===== config.mk =====
export PLATFORM = sky130hd
export DESIGN_NAME = lut3d_queue
export DESIGN_NICKNAME = d
export VERILOG_FILES = /design/src/design/lut3d_pkg.sv /design/src/design/lut3d_queue.sv
export VERILOG_INCLUDE_DIRS = /design/src /design/src/design
export SDC_FILE = /design/constraint.sdc
export NUM_CORES = 1
export LEC_CHECK = 0
export BUFFER_PORTS_ARGS = -buffer_cell sky130_fd_sc_hd__clkbuf_2
export CORE_MARGIN = 2
export CORE_UTILIZATION = 59
export DETAILED_ROUTE_END_ITERATION = 12
export GPL_ROUTABILITY_DRIVEN = 0
export PLACE_DENSITY = 0.82
export SLEW_MARGIN = 5
export SYNTH_ARGS = -nofsm -noshare
export SYNTH_HDL_FRONTEND = slang
export SYNTH_SLANG_ARGS = --single-unit

===== constraint.sdc =====
create_clock -name clk -period 5.3 [get_ports clk]
set_input_delay 0 -clock clk [delete_from_list [all_inputs] [get_ports clk]]
set_output_delay 0 -clock clk [all_outputs]
set_load 0.1 [all_outputs]

===== src/design/lut3d_tetrahedral_color_map_assert.svh =====
// Assertion macros shared by the color map RTL.
`ifndef LUT3D_TETRAHEDRAL_COLOR_MAP_ASSERT_SVH
`define LUT3D_TETRAHEDRAL_COLOR_MAP_ASSERT_SVH
`ifndef ASSERT_OFF
// Check that a property holds at every clock out of reset.
`define LCM_ASSERT(label, ck, rn, prop) \
    label: assert property (@(posedge ck) disable iff (!rn) (prop)) \
        else $error("lut3d: property violated");
// Check that a condition never occurs out of reset.
`define LCM_NEVER(label, ck, rn, cond) \
    label: assert property (@(posedge ck) disable iff (!rn) !(cond)) \
        else $error("lut3d: forbidden condition");
`else
`define LCM_ASSERT(label, ck, rn, prop)
`define LCM_NEVER(label, ck, rn, cond)
`endif
`endif


===== src/design/lut3d_pkg.sv =====
// Shared constants and types of the 3D LUT color map.
package lut3d_pkg;

    // Default sizing
    localparam int MAX_LATTICE_DEF  = 33;
    localparam int SHAPER_DEPTH_DEF = 1024;
    localparam int SAMPLE_BITS_DEF  = 20;
    localparam int QUEUE_DEPTH      = 4;

    // Weight width: one in Q.16 needs 17 bits
    localparam int WGT_BITS = 17;

    // Command codes
    localparam logic [1:0] CMD_PIXEL  = 2'd0;
    localparam logic [1:0] CMD_LWRITE = 2'd1;
    localparam logic [1:0] CMD_SWRITE = 2'd2;

    // Configuration register indexes
    localparam logic [2:0] CFG_LATTICE_SIZE = 3'd0;
    localparam logic [2:0] CFG_SHAPER_SIZE  = 3'd1;
    localparam logic [2:0] CFG_SCALE_RED    = 3'd2;
    localparam logic [2:0] CFG_SCALE_GREEN  = 3'd3;
    localparam logic [2:0] CFG_SCALE_BLUE   = 3'd4;
    localparam logic [2:0] CFG_MAP_RED      = 3'd5;
    localparam logic [2:0] CFG_MAP_GREEN    = 3'd6;
    localparam logic [2:0] CFG_MAP_BLUE     = 3'd7;

    // Reset values
    localparam logic [5:0]  LATTICE_SIZE_RST = 6'd33;
    localparam logic [23:0] SCALE_RST        = 24'd65536;

    // Kind of work handed from front to back
    typedef enum logic {
        KIND_PIXEL,
        KIND_LWRITE
    } kind_t;

endpackage


===== src/design/lut3d_queue.sv =====
// Small FIFO between the front and back ends.
`include "lut3d_tetrahedral_color_map_assert.svh"
module lut3d_queue #(
    parameter int W     = 8,
    parameter int DEPTH = lut3d_pkg::QUEUE_DEPTH
) (
    input  logic         clk,
    input  logic         rst_n,
    input  logic         push_valid,
    output logic         push_ready,
    input  logic [W-1:0] push_data,
    output logic         pop_valid,
    input  logic         pop_ready,
    output logic [W-1:0] pop_data
);
    localparam int PW = (DEPTH > 1) ? $clog2(DEPTH) : 1;
    localparam int CW = $clog2(DEPTH + 1);

    logic [W-1:0]  slot_reg [DEPTH];
    logic [PW-1:0] wr_ptr_reg, rd_ptr_reg;
    logic [CW-1:0] cnt_reg;
    logic          push, pop;

    assign push_ready = cnt_reg != CW'(DEPTH);
    assign pop_valid  = cnt_reg != '0;
    assign pop_data   = slot_reg[rd_ptr_reg];
    assign push       = push_valid && push_ready;
    assign pop        = pop_valid && pop_ready;

    // Store a pushed entry
    always_ff @(posedge clk)
    begin
        if (push)
        begin
            slot_reg[wr_ptr_reg] <= push_data;
        end
    end

    // Advance pointers and count
    always_ff @(posedge clk or negedge rst_n)
    begin
        if (!rst_n)
        begin
            wr_ptr_reg <= '0;
            rd_ptr_reg <= '0;
            cnt_reg    <= '0;
        end
        else
        begin
            if (push)
            begin
                wr_ptr_reg <= (wr_ptr_reg == PW'(DEPTH - 1)) ? '0 : wr_ptr_reg + 1'b1;
            end
            if (pop)
            begin
                rd_ptr_reg <= (rd_ptr_reg == PW'(DEPTH - 1)) ? '0 : rd_ptr_reg + 1'b1;
            end
            if (push && !pop)
            begin
                cnt_reg <= cnt_reg + 1'b1;
            end
            else if (pop && !push)
            begin
                cnt_reg <= cnt_reg - 1'b1;
            end
        end
    end

    `LCM_NEVER(a_q_count_range, clk, rst_n, cnt_reg > CW'(DEPTH))
    `LCM_ASSERT(a_q_push_count, clk, rst_n, (push && !pop) |=> (cnt_reg == $past(cnt_reg) + 1'b1))

endmodule


==> results by group <==
Critical path
  – Worst R2R Start: cnt_reg[2]
  – Crit path DAT: 2540 ps
  – Setup CP Type: flop to flop
  – CP max stage delay: 500 ps
  – Cells on worst reg2reg path: 8
  – Most common cell on crit path: xor2_1
  – CP Launch Type: flop
  – RR Endpoint: cnt_reg[2]
  – Setup crit end kind: flop
  – Max FO, Critical Path: 3
  – Required @ worst endpoint: between 5000 and 6000 ps
  – CP Cell Sequence: or3_2 > nand2_1 > ha_1 > inv_1 > fa_1 > xor2_1 > nor2_1 > xor2_1
  – Critical path's slowest cell: or3_2
  – Reg2Reg Setup Slack: about 3000 ps

Routing
  – Initial DRT Pass Iterations: 4
  – Total number of vias: 809
  – Total Routed Length: 2590 um
  – Drt wl/cell: 18.0 um
  – Post-DRT Antenna Nets: 0
  – Vias/cell: 5.62
  – DRC Markers: 0
  – Drt first-iter violations: 7

STA
  – Period utilization: around 43%
  – Worst rel slew slack: 61.4%
  – Minimum clock period: 2270 ps
  – Worst slew pin tran: between 500 and 600 ps
  – Final setup vio count: 0
  – RSZ-0062 raised after global routing: no
  – Max frequency: 440 MHz
  – Clock Skews: 8.53 ps
  – Fin. Hold Viols: 0
  – Final Max Tran Viols: 0
  – Setup TNS: 0 ps

Min path
  – Hold WC Path Type: primary input to asynchronous set/reset pin

Clock network
  – CTS H-tree depth: 2
  – Clock Sinks: 39
  – CTS tree: done
  – Clock buffer count from CTS: 5
  – PostCTS Resize Cnt: 0
  – Bufs on Longest Clock Path: 2
  – CTS clk-pin slew, worst paths: 110 ps
  – Root Buffer: clkbuf_4
  – Clk_lat worst skew: 340 ps

Layout
  – Final std cells w/o fill: 144
  – Most frequent cells in the layout: edfxtp_1, clkbuf_2, dlygate4sd3_1, mux4_2, dfrtp_1
  – P&R area growth vs syn: 18.0%
  – Most common cell after layout, fill and taps aside: edfxtp_1
  – Number of flip-flops in the largest register: 32
  – Layout cells sized above 1: 42.1%
  – FILL cells: 163
  – Diode count: 0
  – Final #Nets: ~130

Job
  – Max_cap viols: 0

Global route
  – Total GRT Usage: 20.1%
  – Wire length of the first global-routing pass: 4440 um
  – Total congestion overflow: 0
  – Largest net degree at the start of global routing: 13
  – Initial antenna violation count: 0
  – Vias in the first global route: around 900

Outcome
  – Status: finished, final reports clean

Logic synthesis
  – Seq/Total Area, Yosys: 71.3%
  – Post-synth cell types: 18
  – Cells after Synth: 78
  – Cell area after synthesis: 1590 um2
  – Synthesis Warnings: 0
  – Syn_area_per_cell: 20.4 um2
  – Flops & latches, synth: 39
  – Synthesized net count: 97

Placement
  – Detail Placement HPWL: between 1500 and 2000 um
  – IO buf count: 21
  – Dpl cells: 127

Floorplan
  – Chip Height: 56.0 um
  – Row count: 18
  – Core Region: 2520 um2
  – Die Area: 3130 um2
  – Initial Utilization: 63.2%
  – Die width: 56.0 um
  – IO Pins: 22
how the worst max path moves through the flow:
| stage | start | endpoint | slack (ps) | cells past startpoint |
|---|---|---|---|---|
| 2_1_floorplan | cnt_reg[0] | cnt_reg[2] | 2870 | 8 |
| 3_3_place_gp | cnt_reg[2] | cnt_reg[2] | 3170 | 8 |
| 3_5_place_dp | cnt_reg[2] | cnt_reg[2] | 3060 | 8 |
| 4_1_cts | cnt_reg[2] | cnt_reg[2] | 3010 | 8 |
| 5_1_grt | cnt_reg[2] | cnt_reg[2] | 2920 | 8 |
| 6_report | cnt_reg[2] | cnt_reg[2] | 3030 | 8 |
repair_timing:
action,4_1_cts,5_1_grt
endpoints found under the hold margin,39,0
hold buffers,9,0
setup buffers,0,0
per-stage QoR:
| stage | hold WS (ps) | cell area [um2] | setup slack [ps] | utilization, % |
|---|---|---|---|---|
| after floorplan | -296 | 1590 | 2870 | - |
| after global placement | -155 | 1730 | 3170 | 68.5 |
| after detailed placement | -147 | 1730 | 3060 | 68.5 |
| after CTS | 6.79 | 1880 | 3010 | 74.6 |
| after global routing | 18.5 | 1880 | 2920 | 74.6 |
| final | 15.2 | 1880 | 3030 | 74.6 |
layer usage:
layer / GRT usage (%) / up-vias / routed length (um)
li1: - / 373 / -
met1: 24.8 / 414 / 1110
met2: 32.4 / 15 / 1350
met3: 7.91 / 7 / 99
met4: 7.14 / 0 / 36
met5: 0 / - / 0
area by class of cell:
type	instances	area [um2]	share of cell area (%)
flip-flops and latches	39	1140	60.4
multi-input cells	34	438	23.3
repair buffers	30	195	10.4
clock buffers	6	51.3	2.73
well taps	30	37.5	2.00
clock inverters	2	11.3	0.599
inverters	3	11.3	0.599
synth_stat cells:
| cell | instances | area share [%] |
|---|---|---|
| or3b_4 | 1 | 0.71 |
| nor2_1 | 3 | 0.71 |
| dfrtp_1 | 7 | 11 |
| nand2_1 | 1 | 0.24 |
| mux2_2 | 3 | 2.1 |
| xnor2_1 | 1 | 0.55 |
| and3_2 | 4 | 1.9 |
| or3_2 | 1 | 0.47 |
| ha_1 | 6 | 4.7 |
| mux4_2 | 8 | 11 |
| buf_2 | 1 | 0.31 |
| inv_1 | 3 | 0.71 |
| edfxtp_1 | 32 | 60 |
| and2_4 | 1 | 0.55 |
| xor2_1 | 2 | 1.1 |
| fa_1 | 1 | 1.3 |
| buf_1 | 1 | 0.24 |
| mux2_4 | 2 | 1.9 |
critical path: cells and delay by family, from the launching register on:
kind	cells	cell delay [ps]
flops	1	440
simple gates	3	770
xor+xnor	2	340
buf+inv	1	60
fa+ha+maj	2	590
logic make-up after synthesis:
family / Yosys count / synth area share (%)
flip-flops: 39 / 71.3
multiplexers: 13 / 15.3
AND/OR/NAND/NOR: 11 / 4.55
adder cells (fa/ha/maj): 7 / 5.97
buffers and inverters: 5 / 1.26
XOR/XNOR: 3 / 1.65
Power is left out: the tool's default activity adds up to more than one toggle a clock period on the data nets, which glitch-free logic cannot reach.
